`src/cts_pkg.sv`:
```
// types, codes and tables of the c subset token scanner
`timescale 1ns / 1ps

package cts_pkg;

  localparam int WORD_MAX_DEFAULT = 8;
  localparam int KEYWORD_COUNT    = 7;
  localparam int KW_CHARS         = 5;
  localparam int TQ_DEPTH         = 4;

  localparam logic [15:0] SAT16 = 16'hFFFF;

  // token kinds
  localparam logic [5:0] KIND_ADD     = 6'd0;
  localparam logic [5:0] KIND_SUB     = 6'd1;
  localparam logic [5:0] KIND_MUL     = 6'd2;
  localparam logic [5:0] KIND_DIV     = 6'd3;
  localparam logic [5:0] KIND_MOD     = 6'd4;
  localparam logic [5:0] KIND_INC     = 6'd5;
  localparam logic [5:0] KIND_DEC     = 6'd6;
  localparam logic [5:0] KIND_EQ      = 6'd7;
  localparam logic [5:0] KIND_NE      = 6'd8;
  localparam logic [5:0] KIND_GT      = 6'd9;
  localparam logic [5:0] KIND_LT      = 6'd10;
  localparam logic [5:0] KIND_GE      = 6'd11;
  localparam logic [5:0] KIND_LE      = 6'd12;
  localparam logic [5:0] KIND_AND     = 6'd13;
  localparam logic [5:0] KIND_ORR     = 6'd14;
  localparam logic [5:0] KIND_NOT     = 6'd15;
  localparam logic [5:0] KIND_ASS     = 6'd16;
  localparam logic [5:0] KIND_ADA     = 6'd17;
  localparam logic [5:0] KIND_SBA     = 6'd18;
  localparam logic [5:0] KIND_MLA     = 6'd19;
  localparam logic [5:0] KIND_DVA     = 6'd20;
  localparam logic [5:0] KIND_MDA     = 6'd21;
  localparam logic [5:0] KIND_STRING  = 6'd22;
  localparam logic [5:0] KIND_ID      = 6'd23;
  localparam logic [5:0] KIND_NUM     = 6'd24;
  localparam logic [5:0] KIND_KW0     = 6'd25;
  localparam logic [5:0] KIND_SPECIAL = 6'd32;

  localparam logic [7:0] CH_NONE = 8'd0;

  typedef enum logic [3:0] {
    MODE_IDLE   = 4'd0,
    MODE_ADD    = 4'd1,
    MODE_SUB    = 4'd2,
    MODE_MUL    = 4'd3,
    MODE_DIV    = 4'd4,
    MODE_MOD    = 4'd5,
    MODE_ASSIGN = 4'd6,
    MODE_NOT    = 4'd7,
    MODE_GT     = 4'd8,
    MODE_LT     = 4'd9,
    MODE_AMP    = 4'd10,
    MODE_BAR    = 4'd11,
    MODE_WORD   = 4'd12,
    MODE_NUM    = 4'd13,
    MODE_STR    = 4'd14
  } scan_mode_t;

  typedef struct packed {
    logic [7:0] lead;
    logic [5:0] one_kind;
    logic [7:0] next_a;
    logic [5:0] kind_a;
    logic [7:0] next_b;
    logic [5:0] kind_b;
  } op_row_t;

  typedef struct packed {
    logic [5:0]  kind;
    logic [7:0]  spec;
    logic [15:0] row;
    logic [15:0] col;
    logic        last;
  } token_t;

  // keyword text, first character in the highest used byte
  localparam logic [KW_CHARS-1:0][7:0] KW_TEXT [KEYWORD_COUNT] = '{
    "int", "if", "else", "while", "for", "char", "do"
  };
  localparam logic [2:0] KW_LEN [KEYWORD_COUNT] = '{
    3'd3, 3'd2, 3'd4, 3'd5, 3'd3, 3'd4, 3'd2
  };

  function automatic op_row_t op_row(scan_mode_t m);
    op_row_t r;
    r = '0;
    case (m)
      MODE_ADD:    r = '{"+", KIND_ADD,     "+", KIND_INC, "=", KIND_ADA};
      MODE_SUB:    r = '{"-", KIND_SUB,     "-", KIND_DEC, "=", KIND_SBA};
      MODE_MUL:    r = '{"*", KIND_MUL,     "=", KIND_MLA, CH_NONE, KIND_ADD};
      MODE_DIV:    r = '{"/", KIND_DIV,     "=", KIND_DVA, CH_NONE, KIND_ADD};
      MODE_MOD:    r = '{"%", KIND_MOD,     "=", KIND_MDA, CH_NONE, KIND_ADD};
      MODE_ASSIGN: r = '{"=", KIND_ASS,     "=", KIND_EQ,  CH_NONE, KIND_ADD};
      MODE_NOT:    r = '{"!", KIND_NOT,     "=", KIND_NE,  CH_NONE, KIND_ADD};
      MODE_GT:     r = '{">", KIND_GT,      "=", KIND_GE,  CH_NONE, KIND_ADD};
      MODE_LT:     r = '{"<", KIND_LT,      "=", KIND_LE,  CH_NONE, KIND_ADD};
      MODE_AMP:    r = '{"&", KIND_SPECIAL, "&", KIND_AND, CH_NONE, KIND_ADD};
      MODE_BAR:    r = '{"|", KIND_SPECIAL, "|", KIND_ORR, CH_NONE, KIND_ADD};
      default:     r = '0;
    endcase
    return r;
  endfunction

  function automatic scan_mode_t op_mode(logic [7:0] ch);
    scan_mode_t m;
    case (ch)
      "+":     m = MODE_ADD;
      "-":     m = MODE_SUB;
      "*":     m = MODE_MUL;
      "/":     m = MODE_DIV;
      "%":     m = MODE_MOD;
      "=":     m = MODE_ASSIGN;
      "!":     m = MODE_NOT;
      ">":     m = MODE_GT;
      "<":     m = MODE_LT;
      "&":     m = MODE_AMP;
      "|":     m = MODE_BAR;
      default: m = MODE_IDLE;
    endcase
    return m;
  endfunction

  function automatic logic is_letter(logic [7:0] ch);
    return ch inside {["a":"z"], ["A":"Z"]};
  endfunction

  function automatic logic is_num_char(logic [7:0] ch);
    return ch inside {["0":"9"], "."};
  endfunction

  // only the first characters of the word can match a keyword
  function automatic logic [5:0] keyword_kind(logic [KW_CHARS-1:0][7:0] head,
                                              logic [5:0] len, logic overlong);
    logic [5:0] kind;
    logic       same;
    kind = KIND_ID;
    if (!overlong) begin
      for (int k = KEYWORD_COUNT - 1; k >= 0; k--) begin
        same = (6'(KW_LEN[k]) == len);
        for (int i = 0; i < KW_CHARS; i++) begin
          if (i < int'(KW_LEN[k])) begin
            if (head[i] != KW_TEXT[k][int'(KW_LEN[k]) - 1 - i]) begin
              same = 1'b0;
            end
          end
        end
        if (same) begin
          kind = KIND_KW0 + 6'(k);
        end
      end
    end
    return kind;
  endfunction

  function automatic token_t make_token(logic [5:0] kind, logic [7:0] ch,
                                        logic [15:0] row, logic [15:0] col);
    token_t t;
    t.kind = kind;
    t.spec = (kind == KIND_SPECIAL) ? ch : 8'd0;
    t.row  = row;
    t.col  = col;
    t.last = 1'b0;
    return t;
  endfunction

endpackage

```
`src/c_subset_token_scanner.sv`:
```
// c subset token scanner: characters in, tokens with start row and column out
`timescale 1ns / 1ps

// Streaming lexical scanner. One character is taken per input transaction;
// tlast on the input marks end of text, flushes any pending token and
// returns the block to its reset state (the character is then ignored).
// Each input transaction yields zero, one or two tokens: two when a pending
// token is ended by a character that itself is a lone special token. The
// scan of a character is combinational, so one character per clock is taken
// while at least two entries of the four-entry token queue are free; tokens
// wait in that queue, so a stalled output stops the input once fewer than two
// queue entries are free. Rows start at 1, columns at 1, both saturate at
// 65535. Keywords are int, if, else, while, for, char, do; words longer than
// WORD_MAX letters are identifiers.
module c_subset_token_scanner import cts_pkg::*; #(
  parameter int WORD_MAX = WORD_MAX_DEFAULT
) (
  input  logic        clk,
  input  logic        rst,
  input  logic        s_tvalid,
  output logic        s_tready,
  input  logic [7:0]  s_tdata,   // [7:0] char_code
  input  logic        s_tlast,   // end_of_input
  output logic        m_tvalid,
  input  logic        m_tready,
  output logic [39:0] m_tdata,   // [7:0] special_char, [23:8] token_row, [39:24] token_col
  output logic [5:0]  m_tuser,   // [5:0] token_kind
  output logic        m_tlast    // last_of_run
);

  localparam int LEN_W = $clog2(WORD_MAX + 1);
  localparam int PTR_W = $clog2(TQ_DEPTH);
  localparam int CNT_W = $clog2(TQ_DEPTH + 1);

  // scanner state
  scan_mode_t       mode, mode_next;
  logic [7:0]       word_buffer [WORD_MAX];
  logic [LEN_W-1:0] word_length, word_length_next;
  logic             word_overlong, word_overlong_next;
  logic [15:0]      current_row, current_row_next;
  logic [15:0]      current_col, current_col_next;
  logic [15:0]      start_row, start_row_next;
  logic [15:0]      start_col, start_col_next;

  // token queue
  token_t           tq [TQ_DEPTH];
  logic [PTR_W-1:0] wr_ptr, rd_ptr;
  logic [CNT_W-1:0] tq_count;

  logic             accept, pop;
  logic [7:0]       ch;
  logic [15:0]      pos, row_inc;
  op_row_t          cur_op;
  logic [KW_CHARS-1:0][7:0] word_head;
  logic [5:0]       word_kind;

  logic             flush_valid;
  logic [5:0]       flush_kind;
  logic [7:0]       flush_spec;
  token_t           flush_tok, fresh_tok, single_tok;
  logic             single_valid, restart;

  logic             fresh_ws, fresh_emit;
  scan_mode_t       fresh_op, fresh_mode;

  logic             buf_we;
  logic [LEN_W-1:0] buf_idx;
  token_t           tok_a, tok_b;
  logic [1:0]       n_tok, push_n;

  assign accept   = s_tvalid && s_tready;
  assign pop      = m_tvalid && m_tready;
  assign ch       = s_tdata;
  assign s_tready = (tq_count <= CNT_W'(TQ_DEPTH - 2));

  // next column, and next row for a newline, both saturating
  assign pos     = (current_col != SAT16) ? current_col + 16'd1 : current_col;
  assign row_inc = (current_row != SAT16) ? current_row + 16'd1 : current_row;

  always_comb begin
    for (int i = 0; i < KW_CHARS; i++) begin
      word_head[i] = word_buffer[i];
    end
  end

  assign word_kind = keyword_kind(word_head, 6'(word_length), word_overlong);
  assign cur_op    = op_row(mode);

  // pending token as it stands, when nothing more joins it
  always_comb begin
    flush_valid = 1'b1;
    flush_kind  = KIND_ID;
    flush_spec  = 8'd0;
    case (mode)
      MODE_ADD, MODE_SUB, MODE_MUL, MODE_DIV, MODE_MOD, MODE_ASSIGN,
      MODE_NOT, MODE_GT, MODE_LT, MODE_AMP, MODE_BAR: begin
        flush_kind = cur_op.one_kind;
        flush_spec = cur_op.lead;
      end
      MODE_WORD: flush_kind = word_kind;
      MODE_NUM:  flush_kind = KIND_NUM;
      MODE_STR:  flush_kind = KIND_STRING;
      default:   flush_valid = 1'b0;
    endcase
    flush_tok = make_token(flush_kind, flush_spec, start_row, start_col);
  end

  // the character scanned as the start of a new token
  always_comb begin
    fresh_ws   = ch inside {" ", "\t", "\n"};
    fresh_op   = op_mode(ch);
    fresh_emit = 1'b0;
    if (fresh_ws) begin
      fresh_mode = MODE_IDLE;
    end else if (ch == "\"") begin
      fresh_mode = MODE_STR;
    end else if (fresh_op != MODE_IDLE) begin
      fresh_mode = fresh_op;
    end else if (is_letter(ch)) begin
      fresh_mode = MODE_WORD;
    end else if (is_num_char(ch)) begin
      fresh_mode = MODE_NUM;
    end else begin
      fresh_mode = MODE_IDLE;
      fresh_emit = 1'b1;
    end
    fresh_tok = make_token(KIND_SPECIAL, ch, current_row, pos);
  end

  // one pass over the accepted character
  always_comb begin
    mode_next          = mode;
    word_length_next   = word_length;
    word_overlong_next = word_overlong;
    current_row_next   = current_row;
    current_col_next   = current_col;
    start_row_next     = start_row;
    start_col_next     = start_col;
    buf_we             = 1'b0;
    buf_idx            = word_length;
    single_valid       = 1'b0;
    single_tok         = flush_tok;
    restart            = 1'b0;
    tok_a              = flush_tok;
    tok_b              = fresh_tok;
    n_tok              = 2'd0;

    if (s_tlast) begin
      // end of text: flush, then back to reset values
      n_tok              = flush_valid ? 2'd1 : 2'd0;
      mode_next          = MODE_IDLE;
      word_length_next   = '0;
      word_overlong_next = 1'b0;
      current_row_next   = 16'd1;
      current_col_next   = 16'd0;
      start_row_next     = 16'd1;
      start_col_next     = 16'd0;
    end else begin
      case (mode)
        MODE_STR: begin
          if (ch == "\"") begin
            single_valid = 1'b1;
            mode_next    = MODE_IDLE;
          end
        end
        MODE_ADD, MODE_SUB, MODE_MUL, MODE_DIV, MODE_MOD, MODE_ASSIGN,
        MODE_NOT, MODE_GT, MODE_LT, MODE_AMP, MODE_BAR: begin
          if (cur_op.next_a != CH_NONE && ch == cur_op.next_a) begin
            single_valid = 1'b1;
            single_tok   = make_token(cur_op.kind_a, CH_NONE, start_row, start_col);
            mode_next    = MODE_IDLE;
          end else if (cur_op.next_b != CH_NONE && ch == cur_op.next_b) begin
            single_valid = 1'b1;
            single_tok   = make_token(cur_op.kind_b, CH_NONE, start_row, start_col);
            mode_next    = MODE_IDLE;
          end else begin
            restart = 1'b1;
          end
        end
        MODE_WORD: begin
          if (is_letter(ch)) begin
            if (word_length < LEN_W'(WORD_MAX)) begin
              buf_we           = 1'b1;
              word_length_next = word_length + LEN_W'(1);
            end else begin
              word_overlong_next = 1'b1;
            end
          end else begin
            restart = 1'b1;
          end
        end
        MODE_NUM: begin
          if (!is_num_char(ch)) begin
            restart = 1'b1;
          end
        end
        default: restart = 1'b1;
      endcase

      if (restart) begin
        mode_next = fresh_mode;
        if (!fresh_ws) begin
          start_row_next = current_row;
          start_col_next = pos;
        end
        if (fresh_mode == MODE_WORD) begin
          buf_we             = 1'b1;
          buf_idx            = '0;
          word_length_next   = LEN_W'(1);
          word_overlong_next = 1'b0;
        end
      end

      // pending token first, then a lone special from the fresh scan
      if (single_valid) begin
        tok_a = single_tok;
        n_tok = 2'd1;
      end else if (restart) begin
        if (flush_valid) begin
          n_tok = fresh_emit ? 2'd2 : 2'd1;
        end else if (fresh_emit) begin
          tok_a = fresh_tok;
          n_tok = 2'd1;
        end
      end

      if (ch == "\n") begin
        current_row_next = row_inc;
        current_col_next = 16'd0;
      end else begin
        current_col_next = pos;
      end
    end

    tok_a.last = (n_tok == 2'd1);
    tok_b.last = 1'b1;
  end

  assign push_n = accept ? n_tok : 2'd0;

  always_ff @(posedge clk) begin
    if (rst) begin
      mode          <= MODE_IDLE;
      word_length   <= '0;
      word_overlong <= 1'b0;
      current_row   <= 16'd1;
      current_col   <= 16'd0;
      start_row     <= 16'd1;
      start_col     <= 16'd0;
    end else if (accept) begin
      mode          <= mode_next;
      word_length   <= word_length_next;
      word_overlong <= word_overlong_next;
      current_row   <= current_row_next;
      current_col   <= current_col_next;
      start_row     <= start_row_next;
      start_col     <= start_col_next;
    end
  end

  // word letters, no reset: only entries below word_length affect a token
  always_ff @(posedge clk) begin
    for (int i = 0; i < WORD_MAX; i++) begin
      if (accept && buf_we && buf_idx == LEN_W'(i)) begin
        word_buffer[i] <= ch;
      end
    end
  end

  // token queue pointers and fill count
  always_ff @(posedge clk) begin
    if (rst) begin
      wr_ptr   <= '0;
      rd_ptr   <= '0;
      tq_count <= '0;
    end else begin
      wr_ptr   <= wr_ptr + PTR_W'(push_n);
      rd_ptr   <= rd_ptr + PTR_W'(pop);
      tq_count <= tq_count + CNT_W'(push_n) - CNT_W'(pop);
    end
  end

  // queue payload
  always_ff @(posedge clk) begin
    if (push_n != 2'd0) begin
      tq[wr_ptr] <= tok_a;
    end
    if (push_n == 2'd2) begin
      tq[wr_ptr + PTR_W'(1)] <= tok_b;
    end
  end

  assign m_tvalid = (tq_count != '0);
  assign m_tuser  = tq[rd_ptr].kind;
  assign m_tdata  = {tq[rd_ptr].col, tq[rd_ptr].row, tq[rd_ptr].spec};
  assign m_tlast  = tq[rd_ptr].last;

endmodule

```
`config.mk`:
```
export PLATFORM = sky130hd
export DESIGN_NAME = c_subset_token_scanner
export DESIGN_NICKNAME = d
export VERILOG_FILES = /design/src/cts_pkg.sv /design/src/c_subset_token_scanner.sv
export SDC_FILE = /design/constraint.sdc
export NUM_CORES = 1
export LEC_CHECK = 0
export BUFFER_PORTS_ARGS = -buffer_cell sky130_fd_sc_hd__buf_2
export CORE_MARGIN = 2
export CORE_UTILIZATION = 40
export CTS_BUF_LIST = sky130_fd_sc_hd__clkbuf_4 sky130_fd_sc_hd__clkbuf_8
export CTS_CLUSTER_SIZE = 12
export DETAILED_ROUTE_END_ITERATION = 10
export HOLD_SLACK_MARGIN = 0.12
export PLACE_DENSITY_LB_ADDON = 0.12
export SYNTH_ARGS = -nofsm -noshare
export SYNTH_HDL_FRONTEND = slang
export SYNTH_SLANG_ARGS = --single-unit
```
`constraint.sdc`:
```
create_clock -name clk -period 3.93 [get_ports clk]
set_input_delay 0.393 -clock clk [delete_from_list [all_inputs] [get_ports clk]]
set_output_delay 0.393 -clock clk [all_outputs]
set_load 0.005 [all_outputs]
```
; ---- Word-level counts from Yosys, hierarchy flattened
; Memory sizes are Yosys's and may differ from the RTL's. A register that Yosys moved wholly into a read port is not among the register bits.
; Index checks and enable logic that the tools add are counted.
[totals]
register_bits = 80
ram_bits = 252
mem_bits_ro = 528
input_bits = 13
out_inout_bits = 49
n_memories = 3
[classes]
add_sub_neg = 8
order_cmp = 8
eq_ne = 72
mux = 162
reduce_logical = 41
[memory_table]
columns = memory, words, width, rd, rd_ports_with_merged_regs, write_ports, line
row1 = (name not given), 16, 33, 1, 1, 0, cts_pkg.sv:90  ; case (m)
row2 = tq, 4, 47, 1, 1, 2, c_subset_token_scanner.sv:46  ; token_t tq [TQ_DEPTH];
row3 = word_buffer, 8, 8, 5, 0, 1, c_subset_token_scanner.sv:37  ; logic [7:0] word_buffer [WORD_MAX];
[op_table]
columns = operator, n
row1 = $mux W47, 8
row2 = $mux W16, 12
row3 = $ne A8 B7 Y1 const B, 20
row4 = $eq A8 B6 Y1 const B, 13
row5 = $mux W4, 22
row6 = $mux W1, 85
row7 = $mux W8, 9
row8 = $reduce_or A8 Y1, 7
row9 = $pmux W4 S11, 1
row10 = $mux W6, 7
row11 = $add A16 B1 Y16 const B, 2
row12 = $eq A4 B3 Y1 const B, 8
row13 = $eq A4 B4 Y1 const B, 8
row14 = $ne A16 B16 Y1 const B, 2
row15 = $pmux W6 S4, 1
row16 = $mux W3, 7
row17 = $eq A4 B2 Y1 const B, 4
row18 = $eq A8 B4 Y1 const B, 2
row19 = $eq A8 B8 Y1, 2
row20 = $ge A8 B7 Y1 const B, 2
row21 = $le A8 B7 Y1 const B, 2
row22 = $logic_and A1 B1 Y1, 16
row23 = $reduce_bool A8 Y1, 2
row24 = $mux W2, 7
row25 = 31 further kinds, 42

; ---- Longest topological paths before layout
; Gate-level depths: netlist (run 1).
[depth]
word_depth = 24
depth_mapped = 18
ltp_nobuf = 17

; ---- Worst setup path before layout (run 1)
; OpenSTA, ideal clock, no wires.
[synth_timing]
path_type = input-to-reg
startpoint = in s_tdata[2]
endpoint = mem tq[3][10] in the netlist's numbering, enable pin
setup_time_ns = 0.395
arrival_time_ns = 3.808
required_ns = 3.535
slack_ns = -0.273
cell_stages = 12
path_buffers = 1
path_cell_list = buf_6 -> or3_4 -> o32a_4 -> nand3b_1 -> and3_1 -> and3_1 -> ha_1 -> o41ai_4 -> nand3_1 -> nor2_1 -> nor2_1 -> inv_1
[synth_rtl]
columns = element, line
row1 = start: declaration, c_subset_token_scanner.sv:22  ; input logic [7:0] s_tdata,
row2 = end: declaration, c_subset_token_scanner.sv:46

==> results.yml, run 1 <==
power_and_ir_drop:
  ir_worst_vdd_uv: 340
  finalPower_w: 0.00923
  clkPwrFrac: 0.358
  p_leak_nw: 5.98
  p_comb_frac: 0.190
  p_sw_w: 0.00259
  switching_share: 0.280
  p_int_w: 0.00664
  seq_power_share: 0.452
  power_density_nw_per_um2: 500
clocking:
  cts_setup_buffers: 0
  insertion_delay_ns: 0.65
  path_clk_slew_ns: 0.06
  cts_tree: "built"
  cts_inserted_buffers: 57
  cts.sinks: 334
  ctsHtreeMaxLevel: 2
  root_buffer: "clkbuf_8"
  cts.path.max_buffers: 3
route:
  via_per_inst: 5.78
  drt-initial-drc-count: 776
  wl_mm: 45.3
  drc: 0
  drtAntennaViolNets: 0
  drtPass1Iterations: 5
  vias: 11600
  wire_per_inst_um: 22.5
sta:
  timing.final.crit_share: 0.948
  worst_hold_slack_ns: 0.178
  setup_ws_ns: 0.203
  worst_pin_slew_ns: 0.867
  fin_worst_skew_ns: 0.0368
  fin_crit_ns: 3.73
  setup_viol: 0
  hold_viol_final: 0
  fin_tns_setup_ns: 0
  slew-limit-headroom: 0.422
  fmax_mhz: 268
  report.final.slew_viol_count: 0
  rsz0062_at_grt: "false"
synth:
  synthXorXnorAreaFrac: 0.0197
  synth_fa_ha_area_frac: 0.0153
  synth.area.mux_share: 0.0718
  synth-compound-area-share: 0.184
  syn_area_um2: 16000
  ys_warn_count: 0
  synth_top_family_by_area: "compound AO/OA/AOI/OAI gates"
  synthesis.area_per_instance_um2: 11.9
  synth_edf_count: 200
  synth_cells: 1345
  ys_seq_elements: 334
  synth_cell_types: 82
  synth-simple-area-share: 0.129
  synth_flop_cell: "edfxtp_1"
  synth_nets: 1377
  async_flop_share: 0
  ys_seq_area_frac: 0.543
worst_setup_path:
  rr_endpoint: "cur_op[37]"
  r2r-start: "mode[3]"
  worstPathRequired_ns: 4.28
  cp-start-kind: "input port"
  ff2ff_setup_slack_ns: 0.25
  end_kind: "flop"
  worstSetupPathType: "input port to flop"
  cp_max_fo: 36
  cp.arrival_ns: 4.07
  r2r_cells: 10
global_route:
  grt.total_usage: 0.221
  grt_max_degree: 56
  first_global_vias: 11700
  grt_antenna_before_repair: 0
  overflow: 0
  grt_pass1_wl_mm: 70.0
cells_and_area:
  final_cell_mix: "edfxtp_1 (200), nor2_1 (162), dfxtp_1 (132), a22o_1 (93), nand2_1 (70)"
  drive_gt1_frac: 0.216
  stdcell_count: 2012
  area_growth_pct: 15.4
  fin_nets: 1471
  diodes: 0
  final_common_cell: "edfxtp_1"
placement:
  pre_cts_slack_ns: 0.0793
  gp_congestion: 0.878
  port_buffers: 61
  place_hpwl_mm: 29.4
  dp.cells: 1903
floorplanning:
  io_pins: 62
  die_y_um: 204
  die_x_um: 204
  start_util: 0.404
  fp.dieArea_um2: 41600
  core_um2: 39500
  rows: 73
hold_path:
  min_path_type: "input port to flop"
  hold_end: "word_buffer[1][1]"
  hp-start: "s_tdata[1]"
  hold_depth: 1
run_status:
  outcome: "completed"
job:
  maxCapViolations: 0
worst max-delay path by stage:
stage	from	to
2_1_floorplan	s_tdata[6]	tq[2][10]
3_3_place_gp	s_tdata[3]	tq[1][46]
3_5_place_dp	s_tdata[2]	tq[1][46]
4_1_cts	s_tdata[4]	tq[1][46]
5_1_grt	mode[3]	cur_op[37]
6_report	s_tdata[4]	tq[2][26]
registers in the layout (all words and copies together) (netlist names), 3 cells and up:
| signal | cells |
|---|---|
| tq_count | 3 |
| word_length | 4 |
| start_col | 16 |
| current_row | 16 |
| start_row | 16 |
| tq | 188 |
| current_col | 16 |
| mode | 4 |
| cur_op | 26 |
| word_buffer | 40 |
routing by layer:
| layer | vias to the layer above | routed length, um | GRT usage |
|---|---|---|---|
| li1 | 5407 | - | - |
| met1 | 5806 | 20200 | 0.300 |
| met2 | 351 | 21700 | 0.365 |
| met3 | 62 | 2580 | 0.0375 |
| met4 | 0 | 800 | 0.0620 |
| met5 | - | 0 | 0 |
final cells by class:
class	count	area, um2
Clock buffer	81	1020
Clock inverter	26	196
Fill cell	3638	21100
Multi-Input combinational cell	890	6740
Tap cell	525	657
Timing Repair Buffer	134	1050
Inverter	22	97.6
Sequential cell	334	8690
worst max-delay path: stages:
cell and delay [ns]:
dlygate4sd3_1 0.53, buf_2 0.14, or3_4 0.33, o32a_4 0.34, nand3b_1 0.12, and3_4 0.22
and3_1 0.19, ha_1 0.26, o41ai_4 0.24, buf_4 0.20, o21a_4 0.18, nor2_1 0.08
a21oi_2 0.36, clkinvlp_4 0.23, buf_12 0.23
power groups by stage:
stage	clock, W	combinational, W	sequential, W
2_1_floorplan	0	0.00117	0.00408
3_3_place_gp	0	0.00177	0.00425
3_5_place_dp	0	0.00177	0.00426
4_1_cts	0.00339	0.00178	0.00418
5_1_grt	0.00354	0.00190	0.00422
6_report	0.00330	0.00175	0.00418
synthesized netlist by cell type (all sizes together), types with 7 or more instances:
cell type	n	area [um2]
edfxtp	200	6010
nor2	170	648
dfxtp	134	2680
a22o	93	815
nand2	70	263
a21oi	54	308
clkbuf	50	189
o2bb2ai	50	438
buf	49	320
mux4	47	1060
o21ai	37	200
a22oi	34	255
nand3	26	130
a32o	24	240
nor3	23	115
xor2	23	201
inv	22	82.6
ha	18	225
a2bb2oi	16	140
and2	14	87.6
nand2b	13	81.3
nor4	13	126
xnor2	13	114
nand4	11	68.8
o22ai	11	68.8
and3	10	62.6
mux2i	9	90.1
or3	9	61.3
nor2b	8	57.6
and4	7	61.3
nand3b	7	52.6
nor4bb	7	70.1
through the flow:
| stage | instance area [um2] | utilization |
|---|---|---|
| after global placement | 17200 | 0.435 |
| after CTS | 18400 | 0.466 |
| after floorplan | 16000 | - |
| after global routing | 18400 | 0.466 |
| after detailed placement | 17200 | 0.435 |
| final | 18400 | 0.466 |
logic make-up after synthesis:
| logic type | Yosys count |
|---|---|
| simple gates | 409 |
| flops | 334 |
| xor+xnor | 36 |
| compound gates | 370 |
| mux | 56 |
| buf+inv | 121 |
| fa+ha+maj | 19 |
what timing repair did:
action | 4_1_cts | 5_1_grt
hold buffers | 2 | 0
endpoints found under the setup margin | 0 | 20
endpoints found under the hold margin | 4 | 0
resized for setup | 0 | 1
Note: power is estimated with default switching activity, not from simulation.
==> run 2: changes to the inputs <==
PLACE_DENSITY_LB_ADDON = 0.08   (was 0.12)
clock period = 3.2 ns   (was 3.93 ns; I/O delays follow)
==> results.yml, run 2 (synthesis gave the netlist of run 1 again) <==
route:
  via_per_inst: 5.56
  drc: 0
  wire_per_inst_um: 21.3
  vias: 11900
  drt-initial-drc-count: 621
  wl_mm: 45.6
  drtPass1Iterations: 5
  drtAntennaViolNets: 0
cells_and_area:
  drive_gt1_frac: 0.302
  regArea_um2: 8700
  diodes: 0
  fillers: 3581
  final_cell_mix: "edfxtp_1 (200), buf_4 (171), nor2_1 (156), dfxtp_1 (128), a22o_1 (93)"
  final_util: 0.500
  final_common_cell: "edfxtp_1"
  fin_nets: 1596
  largest_reg_flops: 188
  multi_input_area_um2: 6940
  area_growth_pct: 23.7
  largest-register: "tq"
power_and_ir_drop:
  p_leak_nw: 6.74
  power_density_nw_per_um2: 598
  ir_worst_vdd_uv: 343
sta:
  fin_crit_ns: 3.09
  report.final.slew_viol_count: 0
  hold_viol_final: 0
  fin_tns_setup_ns: 0
  rsz0062_at_grt: "true"
  worst_pin_slew_ns: 0.831
  slew-limit-headroom: 0.444
  fin_worst_skew_ns: 0.0257
  setup_viol: 0
  setup_ws_ns: 0.105
  fmax_mhz: 323
  worst_hold_slack_ns: 0.184
  timing.final.crit_share: 0.967
floorplanning:
  rows: 73
  fp.dieArea_um2: 41600
  start_util: 0.404
  die_x_um: 204
  die_y_um: 204
  core_um2: 39500
  io_pins: 62
job:
  maxCapViolations: 0
placement:
  place_hpwl_mm: 30.9
  gp_congestion: 0.920
  pre_cts_slack_ns: -0.465
  port_buffers: 61
worst_setup_path:
  cp_max_fo: 3
  path_cells: "or4_1 > nor4_4 > o21ai_1 > a221oi_1 > buf_4 > nand2_1 > or4_4 > a2bb2oi_1 > nor2_1"
  max_stage_delay_ns: 0.60
  slowest_stage: "or4_1"
  cp.arrival_ns: 3.58
  cp-start-kind: "flop"
  end_kind: "flop"
  worstPathRequired_ns: 3.68
  worstSetupPathType: "flop to flop"
global_route:
  grt_max_degree: 79
  grt.total_usage: 0.224
  overflow: 0
  grt_antenna_before_repair: 0
  first_global_vias: 12200
  grt_pass1_wl_mm: 71.0
run_status:
  outcome: "completed"
clocking:
  root_buffer: "clkbuf_8"
  insertion_delay_ns: 0.64
  path_clk_slew_ns: 0.06
  cts_inserted_buffers: 58
  cts.sinks: 334
  cts.path.max_buffers: 3
  cts_tree: "built"
  ctsHtreeMaxLevel: 2
hold_path:
  min_path_type: "input port to flop"
[run 2: routing by layer]
metal / GRT usage / vias up / share of wire / wire length, um
met4: 0.0772 / 0 / 0.024 / 1090
met3: 0.0320 / 76 / 0.040 / 1820
met1: 0.284 / 5878 / 0.44 / 20000
met2: 0.390 / 278 / 0.50 / 22700
met5: 0 / - / 0 / 0
li1: - / 5657 / - / -
[run 2: what timing repair did]
item | CTS | global route
hold buffers | 3 | 0
setup endpoints to repair | 3 | 166
buffers inserted | 0 | 6
resized for setup | 5 | 28
hold endpoints to repair | 8 | 0
pin swaps | 1 | 8
gates cloned | 0 | 0
[run 2: path summary, 6_finish.rpt]
path / startpoint / slack [ns] / endpoint / cells after the start
hold reg to reg: tq[2][43] / 0.45 / tq[2][43] / 1
hold / removal: s_tdata[4] / 0.18 / word_buffer[0][28] / 2
setup reg to reg: word_buffer[0][3] / 0.11 / tq[3][33] / 9
setup / recovery: word_buffer[0][3] / 0.11 / tq[3][33] / 9
[run 2: area by class of cell]
cell class,instances,area share
flip-flops and latches,334,0.440
multi-input cells,890,0.351
repair buffers,258,0.105
clock buffers,96,0.0583
well taps,525,0.0332
clock inverters,14,0.00816
inverters,22,0.00493
[run 2: per-stage QoR]
stage          area [um2]  cells  power (W)
2_1_floorplan       16100   1345    0.00646
3_3_place_gp        18200   2020    0.00757
3_5_place_dp        18200   2020    0.00758
4_1_cts             19600   2133     0.0120
5_1_grt             19800   2139     0.0124
6_report            19800   2139     0.0118
[run 2: power breakdown]
part	switching, W	internal, W
logic	0.00122	0.00119
clock network	0.00175	0.00258
registers	0.000237	0.00485
total	0.00321	0.00862
[run 2: worst max-delay path: cells and delay by family (launching register included)]
kind | cells | cell delay (ns)
AOI/OAI and AO/OA | 3 | 0.68
DFF | 1 | 0.42
and+or+nand+nor | 5 | 1.64
buffers and inverters | 1 | 0.19
